<file path="src/rtl/gbba_pkg.sv">
// Package for the group bitmap block allocator.
// Sizes, codes, types and helper functions shared by all rtl files but gbba_ram.
package gbba_pkg;

  localparam int NUM_GROUPS      = 8;
  localparam int WORDS_PER_GROUP = 256;

  localparam int WORD_BITS = 32;
  localparam int BIT_W     = 5;
  localparam int SIZE_W    = 14;
  localparam int CNT_W     = 14;
  localparam int AG_W      = 4;
  localparam int BLK_W     = 16;
  localparam int ACC_W     = 18;
  localparam int CFG_W     = 14;

  localparam int GRP_W    = (NUM_GROUPS > 1) ? $clog2(NUM_GROUPS) : 1;
  localparam int GCNT_W   = ($clog2(NUM_GROUPS + 1) > AG_W) ? $clog2(NUM_GROUPS + 1) : AG_W;
  localparam int WORD_W   = (WORDS_PER_GROUP > 1) ? $clog2(WORDS_PER_GROUP) : 1;
  localparam int WCNT_W   = $clog2(WORDS_PER_GROUP + 1);
  localparam int RAM_DEPTH = NUM_GROUPS * WORDS_PER_GROUP;
  localparam int ADDR_W   = (RAM_DEPTH > 1) ? $clog2(RAM_DEPTH) : 1;
  localparam int CLR_W    = ADDR_W + 1;
  localparam int GROUP_CAP = WORDS_PER_GROUP * WORD_BITS;

  localparam logic [CNT_W-1:0]     COUNT_MAX = '1;
  localparam logic [WORD_BITS-1:0] ALL_ONES  = '1;

  typedef enum logic {
    REQ_ALLOC,
    REQ_FREE
  } req_t;

  typedef enum logic [1:0] {
    ST_OK,
    ST_NO_SPACE,
    ST_OUT_OF_RANGE
  } status_t;

  typedef enum logic {
    CFG_GROUP_SIZE,
    CFG_ACTIVE_GROUPS
  } cfg_reg_t;

  typedef enum logic [3:0] {
    S_CLR,
    S_IDLE,
    S_DIV,
    S_FREE_RD,
    S_FREE_WR,
    S_GRP,
    S_RD,
    S_CHK,
    S_DONE
  } state_t;

  typedef struct packed {
    logic             found;
    logic [BIT_W-1:0] bit_idx;
  } scan_res_t;

  function automatic logic [ADDR_W-1:0] word_addr(logic [GRP_W-1:0] g,
                                                  logic [WORD_W-1:0] w);
    return ADDR_W'(g * WORDS_PER_GROUP) + ADDR_W'(w);
  endfunction

endpackage

</file>
<file path="src/rtl/gbba_scan.sv">
// Bitmap word scan: masks bits past the group size, finds the lowest clear bit.
// Depends on gbba_pkg.
module gbba_scan import gbba_pkg::*; (
  input  logic [WORD_BITS-1:0] data,
  input  logic [WCNT_W-1:0]    wcnt,
  input  logic [SIZE_W-1:0]    size,
  output scan_res_t            res
);

  logic [ACC_W-1:0]     base;
  logic [ACC_W-1:0]     left;
  logic [WORD_BITS-1:0] mask;
  logic [WORD_BITS-1:0] seen;

  always_comb begin
    base = ACC_W'({wcnt, {BIT_W{1'b0}}});
    left = ACC_W'(size) - base;
    if (base >= ACC_W'(size)) begin
      mask = '0;
    end else if (left >= ACC_W'(WORD_BITS)) begin
      mask = ALL_ONES;
    end else begin
      mask = (WORD_BITS'(1) << left[BIT_W-1:0]) - WORD_BITS'(1);
    end
    seen = data | ~mask;
    res.found   = (seen != ALL_ONES);
    res.bit_idx = '0;
    for (int i = WORD_BITS - 1; i >= 0; i--) begin
      if (!seen[i]) begin
        res.bit_idx = BIT_W'(i);
      end
    end
  end

endmodule

</file>
<file path="config.mk">
export PLATFORM = sky130hd
export DESIGN_NAME = gbba_scan
export DESIGN_NICKNAME = d
export VERILOG_FILES = /design/src/rtl/gbba_pkg.sv /design/src/rtl/gbba_scan.sv
export SDC_FILE = /design/constraint.sdc
export NUM_CORES = 1
export LEC_CHECK = 0
export BUFFER_PORTS_ARGS = -buffer_cell sky130_fd_sc_hd__buf_4
export CORE_MARGIN = 8
export CORE_UTILIZATION = 35
export DETAILED_ROUTE_END_ITERATION = 10
export PLACE_DENSITY = 0.63
export SYNTH_ARGS = -nofsm -noshare
export SYNTH_HDL_FRONTEND = slang
export SYNTH_SLANG_ARGS = --single-unit
</file>
<file path="constraint.sdc">
create_clock -name vclk -period 4.15
set_input_delay 0.2075 -clock vclk [all_inputs]
set_output_delay 0.2075 -clock vclk [all_outputs]
set_load 0.02 [all_outputs]
</file>
### Word-level counts from Yosys, hierarchy flattened

Index checks and enable logic that the tools add are counted.

| storage, ports and cells | value |
|---|---|
| register bits | 0 |
| output and inout port bits | 6 |

| operators by class | value |
|---|---|
| add/sub/neg operators | 2 |
| order comparisons | 2 |
| equality and inequality tests | 1 |
| shift operators | 1 |
| mux-type cells | 34 |
| bitwise gates (word level) | 2 |

Operators by type and width:

| cell | number |
|---|---|
| 5-bit 2-to-1 mux | 32 |
| 32-bit 2-to-1 mux | 2 |
| 32-bit != test (second input constant) | 1 |
| 32-bit NOT | 1 |
| 32-bit bitwise OR | 1 |
| 1-bit by 5-bit left shift with 32-bit output (first input constant) | 1 |
| 32-bit by 2-bit subtractor with 32-bit output (second input constant) | 1 |
| 18-bit by 6-bit >= comparator with 1-bit output (second input constant) | 1 |
| 14-bit by 14-bit subtractor with 15-bit output | 1 |
| 14-bit >= comparator | 1 |

### Logic depth before layout (Yosys ltp)

Gate-level depths: netlist of the first run.

| depth | value |
|---|---|
| word-level depth | 39 |
| depth in mapped cells | 15 |

### Least setup slack after synthesis of the first run

Ideal clock, no wire load.

| timing | value |
|---|---|
| kind | input -> output |
| start point | input size[3] |
| end point | output res[2] (netlist name) |
| arrival | 3466 ps |
| required time | 3943 ps |
| slack | 477 ps |
| stages on the path | 13 |
| path buffers | 2 |
| cells stage by stage | buf_2 > or4_1 > or2_2 > ha_1 > clkbuf_1 > nor3b_1 > a22o_1 > a32oi_1 > o32a_1 > a221o_1 > a221o_1 > o21ba_1 > o21ai_1 |

RTL lines:

| item | RTL line | RTL |
|---|---|---|
| start: declaration | gbba_scan.sv:6 | `input logic [SIZE_W-1:0] size,` |
| end: declaration | gbba_scan.sv:7 | `output scan_res_t res` |

==> flow_summary.json, run 1 <==
{
  "post_cts_buffers": 0,
  "cp.arrival_ps": 3580,
  "cts-resized-gates": 0,
  "worstPathRequired_ps": 3940,
  "dr.pass1.iters": 5,
  "synth_common_cells": "27 x a21oi_1, 27 x nand2_1, 24 x inv_1, 24 x nor2_1, 20 x o21ai_0",
  "drc": 0,
  "power_frac_comb": 1.000,
  "grtUsageTotal": 0.172,
  "crit_type": "input port to output pin",
  "synth.area.top_cells": "a21oi_1 6.4%, ha_1 6.0%, nand2_1 4.8%",
  "layout.cells.non_filler": 440,
  "dieArea_mm2": 0.00874,
  "p_int_w": 0.000154,
  "syn_area_mm2": 0.00210,
  "maxCapViolCount": 0,
  "drt.antenna.violating_nets": 0,
  "fin_ws_ps": 358,
  "dpl.hpwl_mm": 6.38,
  "cpMaxStageDelayCell": "fa_1",
  "swShare": 0.569,
  "tightest_slew_ps": 1000,
  "finalHoldViolations": 0,
  "period_share": 0.914,
  "yosysWarningCount": 0,
  "antennaDiodeCount": 0,
  "vias_per_cell": 6.40,
  "wl_met2_mm": 3.77,
  "path_max_fanout": 29,
  "drive_gt1_frac": 0.233,
  "yosysUniqueCellTypes": 73,
  "power_frac_seq": 0,
  "rsz0062_at_grt": "false",
  "p_per_area_mw_per_mm2": 139,
  "ff_latch_area_um2": 0,
  "core_area_mm2": 0.00585,
  "period_minus_slack_ps": 3790,
  "grt_antenna_before_repair": 0,
  "worstSetupEndpointType": "output pin",
  "hold_slack_ps": 956,
  "power_switching_w": 0.000202,
  "wl_met3_um": 735,
  "die_w_um": 93.5,
  "clock.fmax_mhz": 264,
  "cp_cell_sequence": "buf_4 -> ha_1 -> fa_1 -> nand2b_1 -> a211oi_1 -> o31a_2 -> o2111a_1 -> buf_4 -> a41oi_2 -> a211oi_1 -> o2111ai_1 -> and3_1 -> o211ai_1 -> buf_4",
  "dp_cells": 440,
  "highest_layer": "met4",
  "pre_cts_slack_ps": 425,
  "area_growth_pct": 22.2,
  "min_path_type": "input port to output pin",
  "vdd_ir_drop_max_uv": 65.7,
  "syn_avg_cell_area_um2": 6.47,
  "wl_met1_mm": 3.13,
  "wl_per_cell_um": 18.0,
  "synth_sequential_area_ratio": 0,
  "dr.first_iter.drc_count": 226,
  "yosysTopAreaCell": "a21oi_1",
  "pin_count": 61,
  "synth_top_area_frac": 0.0643,
  "cpPeakStageDelay_ps": 390,
  "outcome": "complete, no violations",
  "design.seq.count": 0,
  "holdBufCountCts": 0,
  "syn_inst": 325,
  "nClkBuffers": 0,
  "finish.net_count": 433,
  "relSlewSlack": 0.329,
  "syn-num-nets": 391,
  "clockPowerShare": 0,
  "grt_max_degree": 30,
  "die_h_um": 93.5,
  "holdPathStages": 6,
  "grt-ovfl-total": 0,
  "cp_common_cell": "buf_4",
  "gp_congestion": 0.991,
  "p_leak_nw": 1.06,
  "routed_wl_mm": 7.93,
  "worst_setup_path_start_kind": "input port",
  "grt_pass1_wl_mm": 12.7,
  "finalSetupViolCount": 0,
  "initial_core_util": 0.359,
  "placementRows": 28,
  "vias": 2816,
  "grt_pass1_vias": 2600,
  "tns_ps": 0,
  "io_buffers": 61,
  "slew_viol_final": 0
}
power groups by stage:
stage	Sequential [W]	Clock, W	Combinational [W]
2_1_floorplan	0	0	0.000236
3_3_place_gp	0	0	0.000350
3_5_place_dp	0	0	0.000350
4_1_cts	0	0	0.000351
5_1_grt	0	0	0.000387
6_report	0	0	0.000356
cells by family (layout without fill, tap and decap cells):
kind of cell	after synthesis	count (layout)	share of synthesized area
buffers and inverters	51	91	0.105
multiplexers	1	1	0.00476
AND/OR/NAND/NOR	115	115	0.294
XOR/XNOR	3	3	0.0125
AO/OA/AOI/OAI	144	144	0.515
adder cells (fa/ha/maj)	11	11	0.0690
placed cells by master, fill, tap and decap left out, types with 4 or more instances in the layout:
cell / netlist / layout
a41oi_1: 9 / 9
a31o_2: 4 / 4
nor4_1: 5 / 5
nor3b_1: 4 / 4
nand2b_1: 6 / 6
ha_1: 10 / 10
nor2_1: 24 / 24
o21ai_0: 20 / 20
nand2_1: 27 / 27
o2111ai_1: 5 / 5
a32oi_1: 4 / 4
nor3_1: 10 / 10
o211ai_1: 6 / 6
buf_4: 3 / 67
a21oi_1: 27 / 27
and2_1: 5 / 5
a21o_1: 4 / 4
o21a_1: 5 / 5
nand3_1: 8 / 8
nor2b_1: 5 / 5
a211oi_1: 6 / 6
a31oi_1: 11 / 11
inv_1: 24 / 24
critical path, delay by kind of cell:
family                     cells  cell delay (ps)
adders and majority gates      2              610
AOI/OAI and AO/OA              7             1750
and+or+nand+nor                2              430
buffers and inverters          3              570
routing by layer:
layer	vias to the layer above	GRT usage
met5	-	0
met4	0	0.0752
met3	26	0.0304
met2	154	0.291
met1	1289	0.206
li1	1347	-
final cells by class:
class / count / area (um^2)
well taps: 75 / 93.8
inverters: 24 / 90.1
repair buffers: 67 / 503
fillers: 651 / 3280
multi-input cells: 274 / 1880
metrics by stage:
| step | power [W] | instance area [um^2] | util |
|---|---|---|---|
| finish | 0.000356 | 2570 | 0.439 |
| global route | 0.000387 | 2570 | 0.439 |
| CTS | 0.000351 | 2570 | 0.439 |
| detailed placement | 0.000350 | 2570 | 0.439 |
| global placement | 0.000350 | 2570 | 0.439 |
| floorplan | 0.000236 | 2100 | - |
worst paths after layout:
kind / slack, ps / endpoint / from
worst max-delay path: 360 / res[0] / wcnt[0]
worst min-delay path: 960 / res[2] / data[5]
(Power assumes the default switching activity.)
==> run 2, diff against run 1 <==
--- a/config.mk
+++ b/config.mk
@@ -6,10 +6,10 @@
 export NUM_CORES = 1
 export LEC_CHECK = 0
 export BUFFER_PORTS_ARGS = -buffer_cell sky130_fd_sc_hd__buf_4
-export CORE_MARGIN = 8
 export CORE_UTILIZATION = 35
 export DETAILED_ROUTE_END_ITERATION = 10
 export PLACE_DENSITY = 0.63
+export REMOVE_ABC_BUFFERS = 1
 export SYNTH_ARGS = -nofsm -noshare
 export SYNTH_HDL_FRONTEND = slang
 export SYNTH_SLANG_ARGS = --single-unit
==> run 2 against run 1 <==
  * First-iteration DRC count increased by 21%
  * Utilization increased by 1.8 points
  * Routed wire length decreased by 6.5%
  * Critical path type unchanged
  * Largest cell class unchanged
  * Largest power group unchanged
  * Highest routed layer unchanged
==> flow_summary.json, run 2 (same netlist as run 1, synthesis figures left out) <==
{
  "grt_max_degree": 26,
  "initial_core_util": 0.373,
  "io_buffers": 61,
  "finalHoldViolations": 0,
  "path_max_fanout": 19,
  "core_area_mm2": 0.00564,
  "slew_viol_final": 0,
  "grt_pass1_vias": 2428,
  "design.seq.count": 0,
  "ff_latch_area_um2": 0,
  "vdd_ir_drop_max_uv": 63.7,
  "grt-ovfl-total": 0,
  "finish.net_count": 435,
  "area_growth_pct": 22.8,
  "critPathLaunch": "size[3]",
  "dp_cells": 439,
  "mostFrequentLayoutCell": "buf_4",
  "antennaDiodeCount": 0,
  "vias": 2788,
  "drt.antenna.violating_nets": 0,
  "min_from": "data[5]",
  "min_path_type": "input port to output pin",
  "routed_wl_mm": 7.41,
  "period_share": 0.935,
  "placementRows": 27,
  "period_minus_slack_ps": 3880,
  "p_per_area_mw_per_mm2": 139,
  "post_cts_buffers": 0,
  "wl_per_cell_um": 16.9,
  "relSlewSlack": 0.442,
  "drive_gt1_frac": 0.240,
  "grtUsageTotal": 0.225,
  "tns_ps": 0,
  "drc": 0,
  "outcome": "complete, no violations",
  "mostFrequentLayoutCells": "69 x buf_4, 27 x a21oi_1, 27 x nand2_1, 24 x inv_1, 24 x nor2_1",
  "cts-resized-gates": 0,
  "worstSetupEndpointType": "output pin",
  "dr.pass1.iters": 6,
  "pre_cts_slack_ps": 255,
  "cp.arrival_ps": 3670,
  "tightest_slew_ps": 831,
  "clock.fmax_mhz": 258,
  "grt_pass1_wl_mm": 11.7,
  "finalSetupViolCount": 0,
  "die_h_um": 79.5,
  "pin_count": 61,
  "grt_antenna_before_repair": 0,
  "worstPathRequired_ps": 3940,
  "vias_per_cell": 6.35,
  "layout.cells.non_filler": 439,
  "fin_ws_ps": 270,
  "final_core_util": 0.458,
  "worst_setup_path_start_kind": "input port",
  "rsz0062_at_grt": "false",
  "die_w_um": 79.5,
  "nClkBuffers": 0,
  "crit_type": "input port to output pin",
  "p_leak_nw": 1.07,
  "dpl.hpwl_mm": 5.86,
  "dieArea_mm2": 0.00632,
  "maxCapViolCount": 0,
  "dr.first_iter.drc_count": 273,
  "holdBufCountCts": 0,
  "gp_congestion": 0.983
}
-- run 2: area by class of cell --
cell class	count	area [um^2]
multi-input combinational	274	1880
timing repair buffer	69	518
tap	72	90.1
inverter	24	90.1
fill	616	3060
-- run 2: critical path: stages --
cell and delay [ps]:
buf_4 180, or4_1 590, nor2_1 280, inv_1 80, ha_1 200, buf_4 200, nor2b_1 170, a22o_1 240
a32oi_1 310, o311a_1 280, a31oi_1 90, a21oi_1 130, o2111ai_1 100, and3_1 210, o211ai_1 210, buf_4 180
-- run 2: metrics by stage --
step	hold slack (ps)	total power, W	instance area (um^2)
floorplan	781	0.000218	1970
global placement	963	0.000350	2580
detailed placement	971	0.000351	2580
CTS	979	0.000353	2580
global route	1010	0.000388	2580
finish	977	0.000358	2580
-- run 2: metal layers --
layer	up-vias	routed length, um	track usage
met4	0	156	0.0491
li1	1360	-	-
met5	-	0	0
met3	16	580	0.0160
met2	157	3300	0.381
met1	1255	3380	0.308
-- run 2: path summary, 6_finish.rpt --
check,endpoint,depth (start not counted)
worst min-delay path,res[2],6
worst max-delay path,res[0],16
-- run 2: power breakdown --
group          internal (W)  total, W  switching (W)  leakage [nW]
clock network             0         0              0             0
logic              0.000155  0.000358       0.000204          1.07
registers                 0         0              0             0
total              0.000155  0.000358       0.000204          1.07
==> run 3, diff against run 2 <==
--- a/config.mk
+++ b/config.mk
@@ -5,6 +5,7 @@
 export SDC_FILE = /design/constraint.sdc
 export NUM_CORES = 1
 export LEC_CHECK = 0
+export ABC_AREA = 1
 export BUFFER_PORTS_ARGS = -buffer_cell sky130_fd_sc_hd__buf_4
 export CORE_UTILIZATION = 35
 export DETAILED_ROUTE_END_ITERATION = 10
==> run 3 against run 2 <==
  * Global-route usage down 1.9 points
  * Sequential share of layout area unchanged
  * Synthesized cell count up 21%
  * Largest cell class unchanged
  * Die area down 6.3%
  * Routed wire length down 18%
  * Hold slack worse by 170 ps
  * Critical path type unchanged
  * Non-clock buffer count down 1
==> flow_summary.json, run 3 <==
{
  "mostFrequentLayoutCell": "nand2_1",
  "grt-ovfl-total": 0,
  "antennaDiodeCount": 0,
  "initial_core_util": 0.373,
  "vias_per_cell": 4.85,
  "yosysMostFrequentCell": "nand2_1",
  "period_share": 0.928,
  "cpMaxStageDelayCell": "fa_2",
  "yosysTopAreaCell": "nand2_1",
  "syn_area_mm2": 0.00197,
  "p_leak_nw": 1.41,
  "grtUsageTotal": 0.206,
  "synth_sequential_area_ratio": 0,
  "wl_per_cell_um": 11.6,
  "gp_congestion": 0.906,
  "cp_common_cell": "nand2_1",
  "io_buffers": 61,
  "dpl.hpwl_mm": 5.21,
  "area_growth_pct": 29.6,
  "grt_max_degree": 17,
  "placementRows": 26,
  "design.seq.count": 0,
  "finalHoldViolations": 0,
  "yosysWarningCount": 0,
  "min_path_type": "input port to output pin",
  "n_fill_cell": 634,
  "period_minus_slack_ps": 3850,
  "dr.first_iter.drc_count": 132,
  "slew_viol_final": 0,
  "vias": 2526,
  "worstPathRequired_ps": 3940,
  "grt_pass1_vias": 2344,
  "p_per_area_mw_per_mm2": 138,
  "finalSetupViolCount": 0,
  "rsz0062_at_grt": "true",
  "routed_wl_mm": 6.06,
  "synth_common_cells": "118 x nand2_1, 72 x nor2_1, 44 x inv_1",
  "holdBufCountCts": 0,
  "maxCapViolCount": 0,
  "cpPeakStageDelay_ps": 520,
  "worst_setup_path_start_kind": "input port",
  "drive_gt1_frac": 0.273,
  "mostFrequentLayoutCells": "113 x nand2_1, 70 x nor2_1, 66 x buf_4, 42 x inv_1, 25 x nand3_1",
  "grt_pass1_wl_mm": 10.4,
  "yosysUniqueCellTypes": 41,
  "syn_avg_cell_area_um2": 5.00,
  "tns_ps": 0,
  "crit_type": "input port to output pin",
  "final_core_util": 0.484,
  "core_area_mm2": 0.00527,
  "layout.cells.non_filler": 521,
  "pin_count": 61,
  "cp.arrival_ps": 3640,
  "synth_top_area_frac": 0.225,
  "die_w_um": 77.0,
  "worstSetupEndpointType": "output pin",
  "grt_antenna_before_repair": 0,
  "drt.antenna.violating_nets": 0,
  "die_h_um": 77.0,
  "dp_cells": 520,
  "syn_inst": 393,
  "drc": 0,
  "outcome": "complete, no violations",
  "finish.net_count": 519,
  "path_max_fanout": 6,
  "synth.area.top_cells": "nand2_1 23%, nor2_1 14%, inv_1 8.4%",
  "ff_latch_area_um2": 0,
  "dr.pass1.iters": 4,
  "vdd_ir_drop_max_uv": 54.3,
  "dieArea_mm2": 0.00592,
  "hold_slack_ps": 807,
  "tightest_slew_ps": 377,
  "relSlewSlack": 0.746,
  "nClkBuffers": 0,
  "clock.fmax_mhz": 260
}
run 3: cell types whose count changed after synthesis, sizes merged, moves of 8 or more:
cell	delta
nand2	+101
nor2	+58
inv	+34
nand3	+21
a21oi	-20
clkbuf	-12
a41oi	-10
a31oi	-8
run 3: kinds of logic (layout without fill, tap and decap cells):
family / count (synthesis) / in the layout / share of synthesized area
and+or+nand+nor: 257 / 257 / 0.573
buffers and inverters: 68 / 126 / 0.156
xor gates and xnor gates: 8 / 8 / 0.0356
adders and majority gates: 11 / 11 / 0.0738
AOI/OAI and AO/OA: 49 / 49 / 0.162
run 3: final cells by class:
type	instances	area [um^2]	area share
Inverter	58	230	0.0903
Multi-Input combinational cell	325	1710	0.672
Tap cell	70	87.6	0.0343
Timing Repair Buffer	68	518	0.203
run 3: timing repair:
item,CTS,global route
buffers inserted,0,1
endpoints found under the setup margin,0,1
gates resized for setup,0,21
endpoints found under the hold margin,0,0
run 3: metrics by stage:
stage / setup slack [ps] / cell area [um^2] / power, W
final: 300 / 2550 / 0.000351
after global routing: -177 / 2550 / 0.000401
after CTS: 160 / 2470 / 0.000341
after detailed placement: 169 / 2470 / 0.000339
after global placement: 233 / 2470 / 0.000336
after floorplan: 448 / 1880 / 0.000227
run 3: final timing paths:
check | slack, ps | endpoint | startpoint | cells past startpoint
min | 810 | res[0] | data[1] | 4
max | 300 | res[0] | wcnt[0] | 38
run 3: critical path: cells and delay by family:
kind | cells | cell delay (ps)
simple gates | 31 | 1930
buf+inv | 2 | 250
fa+ha+maj | 2 | 670
compound gates | 3 | 560
run 3: power by group:
| group | internal, W | switching (W) | leakage (nW) |
|---|---|---|---|
| Clock | 0 | 0 | 0 |
| Sequential | 0 | 0 | 0 |
| Combinational | 0.000143 | 0.000208 | 1.41 |
| Total | 0.000143 | 0.000208 | 1.41 |
run 3: routing by layer:
layer	share of wire	GRT usage	up-vias
li1	-	-	1370
met1	0.49	0.289	1103
met2	0.47	0.364	53
met3	0.042	0.00595	0
met4	0	0.00769	0
met5	0	0	-
