`src/rtl/gbba_pkg.sv`:
```
// Package for the group bitmap block allocator.
// Sizes, codes, types and helper functions shared by all rtl files but gbba_ram.
package gbba_pkg;

  localparam int NUM_GROUPS      = 8;
  localparam int WORDS_PER_GROUP = 256;

  localparam int WORD_BITS = 32;
  localparam int BIT_W     = 5;
  localparam int SIZE_W    = 14;
  localparam int CNT_W     = 14;
  localparam int AG_W      = 4;
  localparam int BLK_W     = 16;
  localparam int ACC_W     = 18;
  localparam int CFG_W     = 14;

  localparam int GRP_W    = (NUM_GROUPS > 1) ? $clog2(NUM_GROUPS) : 1;
  localparam int GCNT_W   = ($clog2(NUM_GROUPS + 1) > AG_W) ? $clog2(NUM_GROUPS + 1) : AG_W;
  localparam int WORD_W   = (WORDS_PER_GROUP > 1) ? $clog2(WORDS_PER_GROUP) : 1;
  localparam int WCNT_W   = $clog2(WORDS_PER_GROUP + 1);
  localparam int RAM_DEPTH = NUM_GROUPS * WORDS_PER_GROUP;
  localparam int ADDR_W   = (RAM_DEPTH > 1) ? $clog2(RAM_DEPTH) : 1;
  localparam int CLR_W    = ADDR_W + 1;
  localparam int GROUP_CAP = WORDS_PER_GROUP * WORD_BITS;

  localparam logic [CNT_W-1:0]     COUNT_MAX = '1;
  localparam logic [WORD_BITS-1:0] ALL_ONES  = '1;

  typedef enum logic {
    REQ_ALLOC,
    REQ_FREE
  } req_t;

  typedef enum logic [1:0] {
    ST_OK,
    ST_NO_SPACE,
    ST_OUT_OF_RANGE
  } status_t;

  typedef enum logic {
    CFG_GROUP_SIZE,
    CFG_ACTIVE_GROUPS
  } cfg_reg_t;

  typedef enum logic [3:0] {
    S_CLR,
    S_IDLE,
    S_DIV,
    S_FREE_RD,
    S_FREE_WR,
    S_GRP,
    S_RD,
    S_CHK,
    S_DONE
  } state_t;

  typedef struct packed {
    logic             found;
    logic [BIT_W-1:0] bit_idx;
  } scan_res_t;

  function automatic logic [ADDR_W-1:0] word_addr(logic [GRP_W-1:0] g,
                                                  logic [WORD_W-1:0] w);
    return ADDR_W'(g * WORDS_PER_GROUP) + ADDR_W'(w);
  endfunction

endpackage

```
`src/rtl/gbba_alu.sv`:
```
// Shared add/subtract and compare unit of the allocator sequencer.
// Depends on gbba_pkg.
module gbba_alu import gbba_pkg::*; (
  input  logic             sub,
  input  logic [ACC_W-1:0] a,
  input  logic [ACC_W-1:0] b,
  output logic [ACC_W-1:0] res,
  output logic             ge
);

  assign res = sub ? (a - b) : (a + b);
  assign ge  = (a >= b);

endmodule

```
`config.mk`:
```
export PLATFORM = sky130hd
export DESIGN_NAME = gbba_alu
export DESIGN_NICKNAME = d
export VERILOG_FILES = /design/src/rtl/gbba_pkg.sv /design/src/rtl/gbba_alu.sv
export SDC_FILE = /design/constraint.sdc
export NUM_CORES = 1
export LEC_CHECK = 0
export BUFFER_PORTS_ARGS = -buffer_cell sky130_fd_sc_hd__clkbuf_2
export CAP_MARGIN = 20
export CORE_ASPECT_RATIO = 1.5
export CORE_MARGIN = 1.5
export CORE_UTILIZATION = 59
export DETAILED_ROUTE_END_ITERATION = 12
export PLACE_DENSITY = 0.95
export SYNTH_ARGS = -nofsm -noshare
export SYNTH_HDL_FRONTEND = slang
export SYNTH_SLANG_ARGS = --single-unit
export TNS_END_PERCENT = 5
```
`constraint.sdc`:
```
create_clock -name vclk -period 4.7
set_input_delay 0.47 -clock vclk [all_inputs]
set_output_delay 0.47 -clock vclk [all_outputs]
set_load 0.01 [all_outputs]
```
---- Word-level counts from Yosys, hierarchy flattened ----
Cells that the tools add are included.
word-level totals
  input bits .............................. 37
  output and inout port bits .............. 19
  logic and storage cells ................. 4
  flip-flop bits (word level) ............. 0
cells by class
  $add $sub $neg .......................... 2
  order comparisons ....................... 1
  muxes and demuxes ....................... 1
operators with widths
  kind              count
  $add A18 B18 Y18  1
  $ge A18 B18 Y1    1
  $mux W18          1
  $sub A18 B18 Y18  1

---- Depth between registers and ports, before layout ----
Gate-level depths: netlist of the first run.
  word-level depth ........................ 2
  mapped depth ............................ 10

---- Least setup slack after synthesis of the first run ----
OpenSTA, ideal clock, no wires.
  kind .................................... input -> output
  from .................................... in b[9]
  to ...................................... out res[16]
  path slack .............................. 1.882 ns
  arrival time ............................ 2.348 ns
  stages .................................. 10
  path buffers ............................ 1
  data required time ...................... 4.230 ns
  path through ............................ inv_1 ha_1 clkbuf_2 and2_4 or4b_4 or2_0 o211ai_2 a221o_2 a22oi_2 xnor2_1
on the way
  cells in the longest elaborated chain, start to end .. 2
  elaborated cells on any way between the ends .. 3
ends and longest elaborated chain
  what                                                         RTL line        source
  from (decl)                                                  gbba_alu.sv:6   input logic [ACC_W-1:0] b,
  $add A18 B18 Y18 / $sub A18 B18 Y18 (equally long branches)  gbba_alu.sv:11  assign res = sub ? (a - b) : (a + b);
  $mux W18 *                                                   gbba_alu.sv:11
  to (decl)                                                    gbba_alu.sv:7   output logic [ACC_W-1:0] res,
Mark *: on every way between the ends. The rest lies on a longest branch, timed or not.

---- Worst setup path in the final report of the first run ----
  from .................................... in b[7]
  to ...................................... out res[14]
The elaborated chain is that of the path after synthesis.

==> impl_results.html, run 1 <==
<table>
<tr><th>Metric</th><th>Value</th></tr>
<tr><th colspan="2">Outcome</th></tr>
<tr><td>Status</td><td>completed</td></tr>
<tr><th colspan="2">Synth</th></tr>
<tr><td>Post-synthesis share of cell area spent on xor and xnor gates</td><td>7.904%</td></tr>
<tr><td>Adder-cell area share of the yosys netlist</td><td>26.96%</td></tr>
<tr><td>Cell Area, Synth</td><td>1773 um2</td></tr>
<tr><td>Seq/Total Area, Yosys</td><td>0%</td></tr>
<tr><td>Post-Synthesis Net Count</td><td>333</td></tr>
<tr><td>Most frequent cells after synthesis</td><td>sky130_fd_sc_hd__ha_1 (35), sky130_fd_sc_hd__inv_1 (33), sky130_fd_sc_hd__a21oi_1 (26)</td></tr>
<tr><td>Synthesized area per cell</td><td>6.845 um2</td></tr>
<tr><td>Count of different cell masters after synthesis</td><td>54</td></tr>
<tr><td>Proportion of netlist area held by the largest area contributor</td><td>24.70%</td></tr>
<tr><td>Library cell with the largest summed area after synthesis</td><td>sky130_fd_sc_hd__ha_1</td></tr>
<tr><td>Multiplexer fraction of the synthesized cell area</td><td>0.5646%</td></tr>
<tr><td>Combinational family with the most area after synthesis</td><td>compound AO/OA/AOI/OAI gates</td></tr>
<tr><td>Complex-gate fraction of the synthesized area</td><td>33.66%</td></tr>
<tr><td>Warnings from Yosys</td><td>0</td></tr>
<tr><td>Library cell with the highest instance count after synthesis</td><td>sky130_fd_sc_hd__ha_1</td></tr>
<tr><td>Simple-gate area share of the yosys netlist</td><td>19.41%</td></tr>
<tr><td>Cell count after synthesis</td><td>259</td></tr>
<tr><td>Cell types with the largest area share after synthesis</td><td>sky130_fd_sc_hd__ha_1 (25%), sky130_fd_sc_hd__a21oi_1 (7.3%), sky130_fd_sc_hd__inv_1 (7.0%)</td></tr>
<tr><th colspan="2">Critical path</th></tr>
<tr><td>Max stage delay on crit path</td><td>460 ps</td></tr>
<tr><td>Bufs and invs on worst path</td><td>3</td></tr>
<tr><td>Slowest cell on the critical path</td><td>sky130_fd_sc_hd__ha_1</td></tr>
<tr><td>Critical path fanouts, max</td><td>10</td></tr>
<tr><td>Critical path class</td><td>in -&gt; out</td></tr>
<tr><td>Data required time of the critical path</td><td>4230 ps</td></tr>
<tr><td>Crit path DAT</td><td>2810 ps</td></tr>
<tr><td>Launching element type of the critical path</td><td>primary input</td></tr>
<tr><td>Series of cell instances along the critical path</td><td>clkbuf_2, inv_1, ha_1, nor2b_1, or2_2, or3_1, o221a_2, o21ai_0, a32oi_1, xnor2_1, clkbuf_2</td></tr>
<tr><td>Cell type group with the largest total delay on the critical path</td><td>simple AND/OR/NAND/NOR gates</td></tr>
<tr><td>Most common cell type on the critical path</td><td>sky130_fd_sc_hd__clkbuf_2</td></tr>
<tr><td>Crit end category</td><td>output port</td></tr>
<tr><th colspan="2">Cells and area</th></tr>
<tr><td>Diodes inserted</td><td>0</td></tr>
<tr><td>Layout overhead on the synthesized area</td><td>14.26%</td></tr>
<tr><td>Sequential cell count</td><td>0</td></tr>
<tr><td>FF/Latch Area</td><td>0 um2</td></tr>
<tr><td>Nets</td><td>376</td></tr>
<tr><td>Share of layout cells above drive strength 1</td><td>23.00%</td></tr>
<tr><td>Cell area after layout</td><td>2026 um2</td></tr>
<tr><td>Clkbuf count</td><td>0</td></tr>
<tr><th colspan="2">Pwr</th></tr>
<tr><td>Power density over the cells</td><td>142.4 nW/um2</td></tr>
<tr><td>Leakage component of the power</td><td>1.048 nW</td></tr>
<tr><td>Highest ir drop seen on vdd</td><td>77.35 uV</td></tr>
<tr><th colspan="2">Routing</th></tr>
<tr><td>Ratio of routed vias to standard cells</td><td>6.083</td></tr>
<tr><td>Total via count in the routed design</td><td>2062</td></tr>
<tr><td>Average detailed-routed wire length per instance</td><td>13.70 um</td></tr>
<tr><td>Drt pass-1 iters</td><td>5</td></tr>
<tr><td>Post-Route WL</td><td>4643 um</td></tr>
<tr><td>Starting DRT DRC Count</td><td>85</td></tr>
<tr><td>Number of design rule violations left after detail routing</td><td>0</td></tr>
<tr><td>Count of antenna-violating nets left after detailed routing</td><td>0</td></tr>
<tr><th colspan="2">Die</th></tr>
<tr><td>Total number of placement rows</td><td>24</td></tr>
<tr><td>Die Footprint</td><td>3350 um2</td></tr>
<tr><td>Die height</td><td>70.14 um</td></tr>
<tr><td>Core region area</td><td>2883 um2</td></tr>
<tr><td>Die X-Extent</td><td>47.76 um</td></tr>
<tr><td>Effective utilization at floorplan</td><td>61.50%</td></tr>
<tr><td>Number of top-level pins</td><td>56</td></tr>
<tr><th colspan="2">STA</th></tr>
<tr><td>Pins over their slew limit</td><td>0</td></tr>
<tr><td>Setup repair after global routing missed its margin</td><td>no</td></tr>
<tr><td>Endpoints failing hold</td><td>0</td></tr>
<tr><td>Share of the clock period used by the worst path</td><td>69.75%</td></tr>
<tr><td>Total of endpoints with negative setup slack in the final report</td><td>0</td></tr>
<tr><td>Worst slew margin relative to its limit</td><td>57.27%</td></tr>
<tr><td>Crit path time final</td><td>3278 ps</td></tr>
<tr><td>Actual transition at the worst max-transition pin</td><td>640.9 ps</td></tr>
<tr><td>Summed negative setup slack over all endpoints</td><td>0 ps</td></tr>
<tr><td>Maximum clock frequency</td><td>305.1 MHz</td></tr>
<tr><th colspan="2">Placement</th></tr>
<tr><td>Post-Place Cell Area</td><td>2026 um2</td></tr>
<tr><td>Number of port buffers</td><td>56</td></tr>
<tr><td>Gp weighted congestion</td><td>0.9368</td></tr>
<tr><td>HPWL reported at the end of detailed placement</td><td>3882 um</td></tr>
<tr><th colspan="2">CTS</th></tr>
<tr><td>Setup bufs post-CTS</td><td>0</td></tr>
<tr><td>Quantity of hold-fixing buffers added after cts</td><td>0</td></tr>
<tr><td>Post-cts resize count</td><td>0</td></tr>
<tr><th colspan="2">GRT</th></tr>
<tr><td>Maximum number of pins on one net before global-route repair</td><td>33</td></tr>
<tr><td>Number of global-route vias before repair</td><td>1893</td></tr>
<tr><td>Number of antenna violations at the first check in global routing</td><td>0</td></tr>
<tr><td>Grt ovf</td><td>0</td></tr>
<tr><td>First-pass GRT wire length</td><td>7610 um</td></tr>
<tr><td>All-Layer GR Usage</td><td>28.44%</td></tr>
<tr><th colspan="2">Run</th></tr>
<tr><td>Max-capacitance violation count</td><td>0</td></tr>
<tr><th colspan="2">Worst hold path</th></tr>
<tr><td>Type of the worst min-delay path</td><td>in -&gt; out</td></tr>
</table>
==> path summary, 6_finish.rpt <==
| path | start | to | depth (start not counted) |
|---|---|---|---|
| max | b[7] | res[14] | 11 |
| min | b[0] | res[0] | 4 |
==> logic make-up (layout without fill, tap and decap cells) <==
logic type | Yosys count | after routing
AND/OR/NAND/NOR | 68 | 68
AO/OA/AOI/OAI | 88 | 88
buffers and inverters | 49 | 90
adder cells (fa/ha/maj) | 37 | 37
XOR/XNOR | 16 | 16
multiplexers | 1 | 1
==> tightest hold or removal path: cells and delay by family <==
family	cells	cell delay, ps
buffers and inverters	3	240
adders and majority gates	1	130
==> metrics by stage <==
stage	setup slack, ps	power (mW)	cells	hold slack (ps)	utilization [%]
after global placement	1520	0.2790	339	1309	70.27
after floorplan	1882	0.1970	259	1113	-
final	1422	0.2884	339	1316	70.27
after CTS	1492	0.2853	339	1320	70.27
after global routing	1328	0.3186	339	1347	70.27
after detailed placement	1498	0.2839	339	1320	70.27
==> layout by cell type, fill, tap and decap left out, drive strengths merged, types with 2 or more instances in the layout <==
| master | count |
|---|---|
| a21o | 4 |
| a21oi | 26 |
| a2bb2oi | 2 |
| a41oi | 2 |
| and2 | 2 |
| clkbuf | 56 |
| fa | 2 |
| ha | 35 |
| inv | 34 |
| nand2 | 13 |
| nand3 | 11 |
| nor2 | 17 |
| nor2b | 6 |
| nor3 | 4 |
| nor4 | 7 |
| o211a | 3 |
| o211ai | 8 |
| o21ai | 20 |
| o21bai | 3 |
| o311ai | 2 |
| o31ai | 3 |
| or2 | 3 |
| xnor2 | 13 |
| xor2 | 3 |
==> routing by layer <==
metal | up-vias | share of wire [%] | wire (um) | global-route usage, %
li1 | 1005 | - | - | -
met1 | 936 | 38 | 1747 | 32.81
met2 | 101 | 53 | 2468 | 49.33
met3 | 20 | 5.6 | 259 | 2.584
met4 | 0 | 3.6 | 167 | 12.01
met5 | - | 0 | 0 | 0
==> where the power goes <==
part           internal, mW  total [mW]  switching (mW)
clock network             0           0               0
logic                 0.122       0.288           0.166
registers                 0           0               0
total                 0.122       0.288           0.166
==> cell type report <==
| type | instances | area, um2 |
|---|---|---|
| Tap cell | 39 | 48.80 |
| Inverter | 34 | 127.6 |
| Multi-Input combinational cell | 210 | 1569 |
| Fill cell | 266 | 857.1 |
| Timing Repair Buffer | 56 | 280.3 |
Note: power is estimated with default switching activity, not from simulation.
==> run 2, diff against run 1 <==
--- a/config.mk
+++ b/config.mk
@@ -9,9 +9,9 @@
 export CAP_MARGIN = 20
 export CORE_ASPECT_RATIO = 1.5
 export CORE_MARGIN = 1.5
-export CORE_UTILIZATION = 59
+export CORE_UTILIZATION = 55
 export DETAILED_ROUTE_END_ITERATION = 12
-export PLACE_DENSITY = 0.95
+export PLACE_DENSITY = 0.94
 export SYNTH_ARGS = -nofsm -noshare
 export SYNTH_HDL_FRONTEND = slang
 export SYNTH_SLANG_ARGS = --single-unit
==> constraint.sdc (replaced) <==
create_clock -name vclk -period 3.05
set_input_delay 0.305 -clock vclk [all_inputs]
set_output_delay 0.305 -clock vclk [all_outputs]
set_load 0.01 [all_outputs]
==> run 2 against run 1 <==
Final cell count increased by 2.9%. Worst setup slack got worse by 1200 ps. Routed wire length increased by 11%. Non-clock buffer count is 9 higher. Sequential share of layout area unchanged. Combinational power grew 62%. Via count increased by 4.9%. Final area rose by 3.4%. Die area is 6.9% higher. Largest power group unchanged. Critical path depth rose by 1. Utilization down 3.3 points.
==> impl_results.html, run 2 (synthesis results as in run 1) <==
<table>
<tr><th>Metric</th><th>Value</th></tr>
<tr><th colspan="2">GRT</th></tr>
<tr><td>First-pass GRT wire length</td><td>8418 um (was 7610 um)</td></tr>
<tr><td>Number of antenna violations at the first check in global routing</td><td>0 (unchanged)</td></tr>
<tr><td>Maximum number of pins on one net before global-route repair</td><td>29 (was 33)</td></tr>
<tr><td>All-Layer GR Usage</td><td>28.53% (was 28.44%)</td></tr>
<tr><td>Grt ovf</td><td>0 (unchanged)</td></tr>
<tr><td>Number of global-route vias before repair</td><td>2023 (was 1893)</td></tr>
<tr><th colspan="2">Run</th></tr>
<tr><td>Max-capacitance violation count</td><td>0 (unchanged)</td></tr>
<tr><th colspan="2">Pwr</th></tr>
<tr><td>Leakage component of the power</td><td>1.091 nW (was 1.048 nW)</td></tr>
<tr><td>Highest ir drop seen on vdd</td><td>117.3 uV (was 77.35 uV)</td></tr>
<tr><td>Power density over the cells</td><td>222.5 nW/um2 (was 142.4 nW/um2)</td></tr>
<tr><th colspan="2">Worst hold path</th></tr>
<tr><td>Depth of the worst hold-timing path</td><td>4 (unchanged)</td></tr>
<tr><td>Beginning of the worst hold path</td><td>b[0] (unchanged)</td></tr>
<tr><td>Hold EP</td><td>res[0] (unchanged)</td></tr>
<tr><td>Type of the worst min-delay path</td><td>in -&gt; out (unchanged)</td></tr>
<tr><th colspan="2">Die</th></tr>
<tr><td>Die X-Extent</td><td>49.36 um (was 47.76 um)</td></tr>
<tr><td>Die Footprint</td><td>3580 um2 (was 3350 um2)</td></tr>
<tr><td>Effective utilization at floorplan</td><td>56.68% (was 61.50%)</td></tr>
<tr><td>Core region area</td><td>3128 um2 (was 2883 um2)</td></tr>
<tr><td>Die height</td><td>72.54 um (was 70.14 um)</td></tr>
<tr><td>Number of top-level pins</td><td>56 (unchanged)</td></tr>
<tr><td>Total number of placement rows</td><td>25 (was 24)</td></tr>
<tr><th colspan="2">Cells and area</th></tr>
<tr><td>Top library cells by usage in the layout, fill and taps aside</td><td>sky130_fd_sc_hd__clkbuf_2 (56), sky130_fd_sc_hd__ha_1 (35), sky130_fd_sc_hd__inv_1 (33) (unchanged)</td></tr>
<tr><td>Layout fillers</td><td>304 (was 266)</td></tr>
<tr><td>Diodes inserted</td><td>0 (unchanged)</td></tr>
<tr><td>Layout overhead on the synthesized area</td><td>18.14% (was 14.26%)</td></tr>
<tr><td>Commonest non-fill, non-tap cell in the layout</td><td>sky130_fd_sc_hd__clkbuf_2 (unchanged)</td></tr>
<tr><td>Sequential cell count</td><td>0 (unchanged)</td></tr>
<tr><td>FF/Latch Area</td><td>0 um2 (unchanged)</td></tr>
<tr><td>Share of layout cells above drive strength 1</td><td>25.24% (was 23.00%)</td></tr>
<tr><td>Clkbuf count</td><td>0 (unchanged)</td></tr>
<tr><td>Cell area after layout</td><td>2095 um2 (was 2026 um2)</td></tr>
<tr><td>Nets</td><td>385 (was 376)</td></tr>
<tr><th colspan="2">Critical path</th></tr>
<tr><td>Critical path fanouts, max</td><td>3 (was 10)</td></tr>
<tr><td>Crit end category</td><td>output port (unchanged)</td></tr>
<tr><td>Launching element type of the critical path</td><td>primary input (unchanged)</td></tr>
<tr><td>Max stage delay on crit path</td><td>390 ps (was 460 ps)</td></tr>
<tr><td>Crit path DAT</td><td>2560 ps (was 2810 ps)</td></tr>
<tr><td>Cell type group with the largest total delay on the critical path</td><td>compound AO/OA/AOI/OAI gates (was simple AND/OR/NAND/NOR gates)</td></tr>
<tr><td>Slowest cell on the critical path</td><td>sky130_fd_sc_hd__fa_1 (was sky130_fd_sc_hd__ha_1)</td></tr>
<tr><td>Critical path class</td><td>in -&gt; out (unchanged)</td></tr>
<tr><td>Bufs and invs on worst path</td><td>4 (was 3)</td></tr>
<tr><td>Data required time of the critical path</td><td>2740 ps (was 4230 ps)</td></tr>
<tr><td>Series of cell instances along the critical path</td><td>clkbuf_2, inv_1, ha_1, fa_1, inv_1, a21oi_1, o211a_1, o21ai_0, nand3_1, o21ai_0, xnor2_1, clkbuf_2 (was clkbuf_2, inv_1, ha_1, nor2b_1, or2_2, or3_1, o221a_2, o21ai_0, a32oi_1, xnor2_1, clkbuf_2)</td></tr>
<tr><th colspan="2">STA</th></tr>
<tr><td>Maximum clock frequency</td><td>348.7 MHz</td></tr>
<tr><td>Setup repair after global routing missed its margin</td><td>no (unchanged)</td></tr>
<tr><td>Summed negative setup slack over all endpoints</td><td>0 ps (unchanged)</td></tr>
<tr><td>Pins over their slew limit</td><td>0 (unchanged)</td></tr>
<tr><td>Worst slew margin relative to its limit</td><td>62.12% (was 57.27%)</td></tr>
<tr><td>Actual transition at the worst max-transition pin</td><td>561.1 ps (was 640.9 ps)</td></tr>
<tr><td>Crit path time final</td><td>2868 ps</td></tr>
<tr><td>Total of endpoints with negative setup slack in the final report</td><td>0 (unchanged)</td></tr>
<tr><td>Endpoints failing hold</td><td>0 (unchanged)</td></tr>
<tr><td>Share of the clock period used by the worst path</td><td>94.04%</td></tr>
<tr><th colspan="2">Outcome</th></tr>
<tr><td>Status</td><td>completed (unchanged)</td></tr>
<tr><th colspan="2">Routing</th></tr>
<tr><td>Count of antenna-violating nets left after detailed routing</td><td>0 (unchanged)</td></tr>
<tr><td>Post-Route WL</td><td>5166 um (was 4643 um)</td></tr>
<tr><td>Total via count in the routed design</td><td>2163 (was 2062)</td></tr>
<tr><td>Number of design rule violations left after detail routing</td><td>0 (unchanged)</td></tr>
<tr><td>Ratio of routed vias to standard cells</td><td>6.198 (was 6.083)</td></tr>
<tr><td>Average detailed-routed wire length per instance</td><td>14.80 um (was 13.70 um)</td></tr>
<tr><td>Starting DRT DRC Count</td><td>121 (was 85)</td></tr>
<tr><td>Drt pass-1 iters</td><td>5 (unchanged)</td></tr>
<tr><th colspan="2">CTS</th></tr>
<tr><td>Setup bufs post-CTS</td><td>0 (unchanged)</td></tr>
<tr><td>Post-cts resize count</td><td>0 (unchanged)</td></tr>
<tr><td>Quantity of hold-fixing buffers added after cts</td><td>0 (unchanged)</td></tr>
<tr><th colspan="2">Placement</th></tr>
<tr><td>HPWL reported at the end of detailed placement</td><td>4357 um (was 3882 um)</td></tr>
<tr><td>Gp weighted congestion</td><td>0.9721 (was 0.9368)</td></tr>
<tr><td>Number of port buffers</td><td>56 (unchanged)</td></tr>
<tr><td>Post-Place Cell Area</td><td>2095 um2 (was 2026 um2)</td></tr>
</table>
==> run 2: cell types whose count changed in the layout (fill, tap and decap cells not counted), sizes merged <==
cell / change
buf: +9
==> run 2: report_power, final <==
group / total (mW) / switching (mW) / leakage (nW) / internal (mW)
Clock: 0 / 0 / 0 / 0
Combinational: 0.466 / 0.265 / 1.09 / 0.201
Sequential: 0 / 0 / 0 / 0
Total: 0.466 / 0.265 / 1.09 / 0.201
==> run 2: final cells by class <==
type,count,area (um2),area share (%)
multi-input combinational,210,1569,74.91
timing repair buffer,65,347.8,16.61
inverter,34,127.6,6.093
tap,40,50.05,2.389
==> run 2: worst max path at each step <==
| stage | from | to | cells past startpoint |
|---|---|---|---|
| 5_1_grt | a[0] | res[12] | 12 |
| 6_report | a[0] | res[12] | 12 |
| 3_5_place_dp | b[13] | res[16] | 11 |
| 4_1_cts | b[13] | res[16] | 11 |
| 3_3_place_gp | b[13] | res[16] | 11 |
| 2_1_floorplan | b[9] | res[16] | 10 |
==> run 2: metal layers <==
layer / wire (um) / track usage [%]
met4: 224 / 11.75
met3: 319 / 0.6173
met2: 2761 / 57.96
met5: 0 / 0
met1: 1861 / 29.96
==> run 2: per-stage QoR <==
| stage | setup WS, ps | util (%) | power (mW) | hold WS [ps] | instances |
|---|---|---|---|---|---|
| 2_1_floorplan | 561.7 | - | 0.3036 | 782.5 | 259 |
| 3_3_place_gp | 251.8 | 66.96 | 0.4461 | 977.8 | 349 |
| 3_5_place_dp | 239.1 | 66.96 | 0.4572 | 988.0 | 349 |
| 4_1_cts | 233.4 | 66.96 | 0.4594 | 988.4 | 349 |
| 5_1_grt | 115.3 | 66.96 | 0.5066 | 1035 | 349 |
| 6_report | 181.9 | 66.96 | 0.4660 | 983.4 | 349 |
==> run 3, diff against run 2 <==
--- a/config.mk
+++ b/config.mk
@@ -5,7 +5,7 @@
 export SDC_FILE = /design/constraint.sdc
 export NUM_CORES = 1
 export LEC_CHECK = 0
-export BUFFER_PORTS_ARGS = -buffer_cell sky130_fd_sc_hd__clkbuf_2
+export BUFFER_PORTS_ARGS = -buffer_cell sky130_fd_sc_hd__buf_2
 export CAP_MARGIN = 20
 export CORE_ASPECT_RATIO = 1.5
 export CORE_MARGIN = 1.5
==> constraint.sdc (replaced) <==
create_clock -name vclk -period 2.7
set_input_delay 0.27 -clock vclk [all_inputs]
set_output_delay 0.27 -clock vclk [all_outputs]
set_load 0.01 [all_outputs]
==> run 3 against run 2 <==
Routed wire length rose by 6.4%. Worst hold slack got worse by 25 ps. Flip-flop and latch count did not move. Global-route usage fell by 0.46 points. Non-clock buffer count rose by 12. Die area did not move.
==> impl_results.html, run 3 (synthesis results as in run 1) <==
<table>
<tr><th>Metric</th><th>Value</th></tr>
<tr><th colspan="2">Placement</th></tr>
<tr><td>Post-Place Cell Area</td><td>2185 um2 (was 2095 um2)</td></tr>
<tr><td>Gp weighted congestion</td><td>0.9545 (was 0.9721)</td></tr>
<tr><td>Dpl cells</td><td>361 (was 349)</td></tr>
<tr><td>Number of port buffers</td><td>56 (unchanged)</td></tr>
<tr><td>HPWL reported at the end of detailed placement</td><td>4567 um (was 4357 um)</td></tr>
<tr><td>Worst-case setup slack after placement</td><td>-15.73 ps (was 239.1 ps)</td></tr>
<tr><th colspan="2">Cells and area</th></tr>
<tr><td>Nets</td><td>397 (was 385)</td></tr>
<tr><td>Layout fillers</td><td>282 (was 304)</td></tr>
<tr><td>Top library cells by usage in the layout, fill and taps aside</td><td>sky130_fd_sc_hd__buf_2 (56), sky130_fd_sc_hd__inv_1 (33), sky130_fd_sc_hd__ha_1 (33) (was sky130_fd_sc_hd__clkbuf_2 (56), sky130_fd_sc_hd__ha_1 (35), sky130_fd_sc_hd__inv_1 (33))</td></tr>
<tr><td>Layout overhead on the synthesized area</td><td>26.89% (was 18.14%)</td></tr>
<tr><td>Diodes inserted</td><td>0 (unchanged)</td></tr>
<tr><td>Final std cells w/o fill</td><td>361 (was 349)</td></tr>
<tr><td>Share of layout cells above drive strength 1</td><td>31.15% (was 25.24%)</td></tr>
<tr><td>Footprint of the multi-input gates</td><td>1630 um2 (was 1569 um2)</td></tr>
<tr><td>Sequential cell count</td><td>0 (unchanged)</td></tr>
<tr><td>Cell area after layout</td><td>2250 um2 (was 2095 um2)</td></tr>
<tr><td>Clkbuf count</td><td>0 (unchanged)</td></tr>
<tr><td>Commonest non-fill, non-tap cell in the layout</td><td>sky130_fd_sc_hd__buf_2 (was sky130_fd_sc_hd__clkbuf_2)</td></tr>
<tr><td>Final design utilization</td><td>71.92% (was 66.96%)</td></tr>
<tr><td>FF/Latch Area</td><td>0 um2 (unchanged)</td></tr>
<tr><th colspan="2">Pwr</th></tr>
<tr><td>Highest ir drop seen on vdd</td><td>147.4 uV (was 117.3 uV)</td></tr>
<tr><td>Final Total Pwr</td><td>571.4 uW (was 466.0 uW)</td></tr>
<tr><td>Leakage component of the power</td><td>1.144 nW (was 1.091 nW)</td></tr>
<tr><td>Power density over the cells</td><td>254.0 nW/um2 (was 222.5 nW/um2)</td></tr>
<tr><th colspan="2">Routing</th></tr>
<tr><td>Starting DRT DRC Count</td><td>102 (was 121)</td></tr>
<tr><td>Average detailed-routed wire length per instance</td><td>15.23 um (was 14.80 um)</td></tr>
<tr><td>Count of antenna-violating nets left after detailed routing</td><td>0 (unchanged)</td></tr>
<tr><td>Post-Route WL</td><td>5498 um (was 5166 um)</td></tr>
<tr><td>Number of design rule violations left after detail routing</td><td>0 (unchanged)</td></tr>
<tr><td>Drt pass-1 iters</td><td>7 (was 5)</td></tr>
<tr><td>Ratio of routed vias to standard cells</td><td>6.053 (was 6.198)</td></tr>
<tr><td>Total via count in the routed design</td><td>2185 (was 2163)</td></tr>
<tr><th colspan="2">Die</th></tr>
<tr><td>Total number of placement rows</td><td>25 (unchanged)</td></tr>
<tr><td>Core region area</td><td>3128 um2 (unchanged)</td></tr>
<tr><td>Die Footprint</td><td>3580 um2 (unchanged)</td></tr>
<tr><td>Die X-Extent</td><td>49.36 um (unchanged)</td></tr>
<tr><td>Effective utilization at floorplan</td><td>56.68% (unchanged)</td></tr>
<tr><td>Number of top-level pins</td><td>56 (unchanged)</td></tr>
<tr><td>Die height</td><td>72.54 um (unchanged)</td></tr>
<tr><th colspan="2">Critical path</th></tr>
<tr><td>Launching element type of the critical path</td><td>primary input (unchanged)</td></tr>
<tr><td>Crit path DAT</td><td>2350 ps (was 2560 ps)</td></tr>
<tr><td>Bufs and invs on worst path</td><td>3 (was 4)</td></tr>
<tr><td>Crit path depth</td><td>11 (was 12)</td></tr>
<tr><td>Critical path class</td><td>in -&gt; out (unchanged)</td></tr>
<tr><td>Series of cell instances along the critical path</td><td>buf_2, inv_1, ha_1, a21o_1, a21oi_1, o21ai_1, a41oi_1, or4_4, o211ai_1, xor2_1, buf_2 (was clkbuf_2, inv_1, ha_1, fa_1, inv_1, a21oi_1, o211a_1, o21ai_0, nand3_1, o21ai_0, xnor2_1, clkbuf_2)</td></tr>
<tr><td>Max stage delay on crit path</td><td>480 ps (was 390 ps)</td></tr>
<tr><td>Cell type group with the largest total delay on the critical path</td><td>compound AO/OA/AOI/OAI gates (unchanged)</td></tr>
<tr><td>Slowest cell on the critical path</td><td>sky130_fd_sc_hd__or4_4 (was sky130_fd_sc_hd__fa_1)</td></tr>
<tr><td>Critical path fanouts, max</td><td>6 (was 3)</td></tr>
<tr><td>Crit end category</td><td>output port (unchanged)</td></tr>
<tr><td>Data required time of the critical path</td><td>2430 ps (was 2740 ps)</td></tr>
<tr><td>Most common cell type on the critical path</td><td>sky130_fd_sc_hd__buf_2</td></tr>
<tr><th colspan="2">Worst hold path</th></tr>
<tr><td>Type of the worst min-delay path</td><td>in -&gt; out (unchanged)</td></tr>
<tr><td>Depth of the worst hold-timing path</td><td>4 (unchanged)</td></tr>
<tr><th colspan="2">STA</th></tr>
<tr><td>Worst slew margin relative to its limit</td><td>70.19% (was 62.12%)</td></tr>
<tr><td>Summed negative setup slack over all endpoints</td><td>0 ps (unchanged)</td></tr>
<tr><td>Total of endpoints with negative setup slack in the final report</td><td>0 (unchanged)</td></tr>
<tr><td>Crit path time final</td><td>2617 ps</td></tr>
<tr><td>Pins over their slew limit</td><td>0 (unchanged)</td></tr>
<tr><td>Maximum clock frequency</td><td>382.1 MHz</td></tr>
<tr><td>Least setup slack across all paths after layout</td><td>83.19 ps (was 181.9 ps)</td></tr>
<tr><td>Actual transition at the worst max-transition pin</td><td>441.6 ps (was 561.1 ps)</td></tr>
<tr><td>Endpoints failing hold</td><td>0 (unchanged)</td></tr>
<tr><td>Final hold slack</td><td>958.9 ps (was 983.4 ps)</td></tr>
<tr><td>Share of the clock period used by the worst path</td><td>96.92%</td></tr>
<tr><th colspan="2">GRT</th></tr>
<tr><td>Most Used Layer, Global Route</td><td>met2 (unchanged)</td></tr>
<tr><td>Met2 GRT Util</td><td>60.21% (was 57.96%)</td></tr>
<tr><td>First-pass GRT wire length</td><td>8273 um (was 8418 um)</td></tr>
<tr><td>Met1 capacity usage during global routing</td><td>27.36% (was 29.96%)</td></tr>
<tr><td>All-Layer GR Usage</td><td>28.07% (was 28.53%)</td></tr>
<tr><td>Number of global-route vias before repair</td><td>1993 (was 2023)</td></tr>
<tr><td>Maximum number of pins on one net before global-route repair</td><td>25 (was 29)</td></tr>
<tr><td>Number of antenna violations at the first check in global routing</td><td>0 (unchanged)</td></tr>
<tr><td>Grt ovf</td><td>0 (unchanged)</td></tr>
<tr><td>Met3 Use GR</td><td>1.852% (was 0.6173%)</td></tr>
<tr><th colspan="2">Run</th></tr>
<tr><td>Max-capacitance violation count</td><td>0 (unchanged)</td></tr>
<tr><th colspan="2">CTS</th></tr>
<tr><td>Quantity of hold-fixing buffers added after cts</td><td>0 (unchanged)</td></tr>
<tr><th colspan="2">Outcome</th></tr>
<tr><td>Status</td><td>completed (unchanged)</td></tr>
</table>
-- run 3: timing repair --
item / 4_1_cts / 5_1_grt
buffers inserted: 0 / 0
resized for setup: 2 / 13
pin swaps: 0 / 3
endpoints found under the setup margin: 3 / 7
-- run 3: final cells by class --
| cell class | instances | share of cell area, % |
|---|---|---|
| Inverter | 34 | 5.673 |
| Multi-Input combinational cell | 210 | 72.47 |
| Tap cell | 40 | 2.225 |
| Timing Repair Buffer | 77 | 19.63 |
-- run 3: path summary, 6_finish.rpt --
kind | end | start | slack [ps]
max | res[17] | b[3] | 80
min | res[0] | b[0] | 960
-- run 3: per-layer routing --
| layer | up-vias | routed length [um] |
|---|---|---|
| met5 | - | 0 |
| met4 | 0 | 112 |
| met3 | 22 | 260 |
| met2 | 97 | 3123 |
| met1 | 1018 | 2002 |
| li1 | 1048 | - |
-- run 3: tightest hold or removal path, stage by stage --
cell and delay [ps]:
sky130_fd_sc_hd__buf_2 100, sky130_fd_sc_hd__ha_1 150, sky130_fd_sc_hd__inv_1 40, sky130_fd_sc_hd__buf_2 130
-- run 3: where the power goes --
group          internal [mW]  switching (mW)
sequential                 0               0
clock                      0               0
combinational          0.258           0.314
total                  0.258           0.314
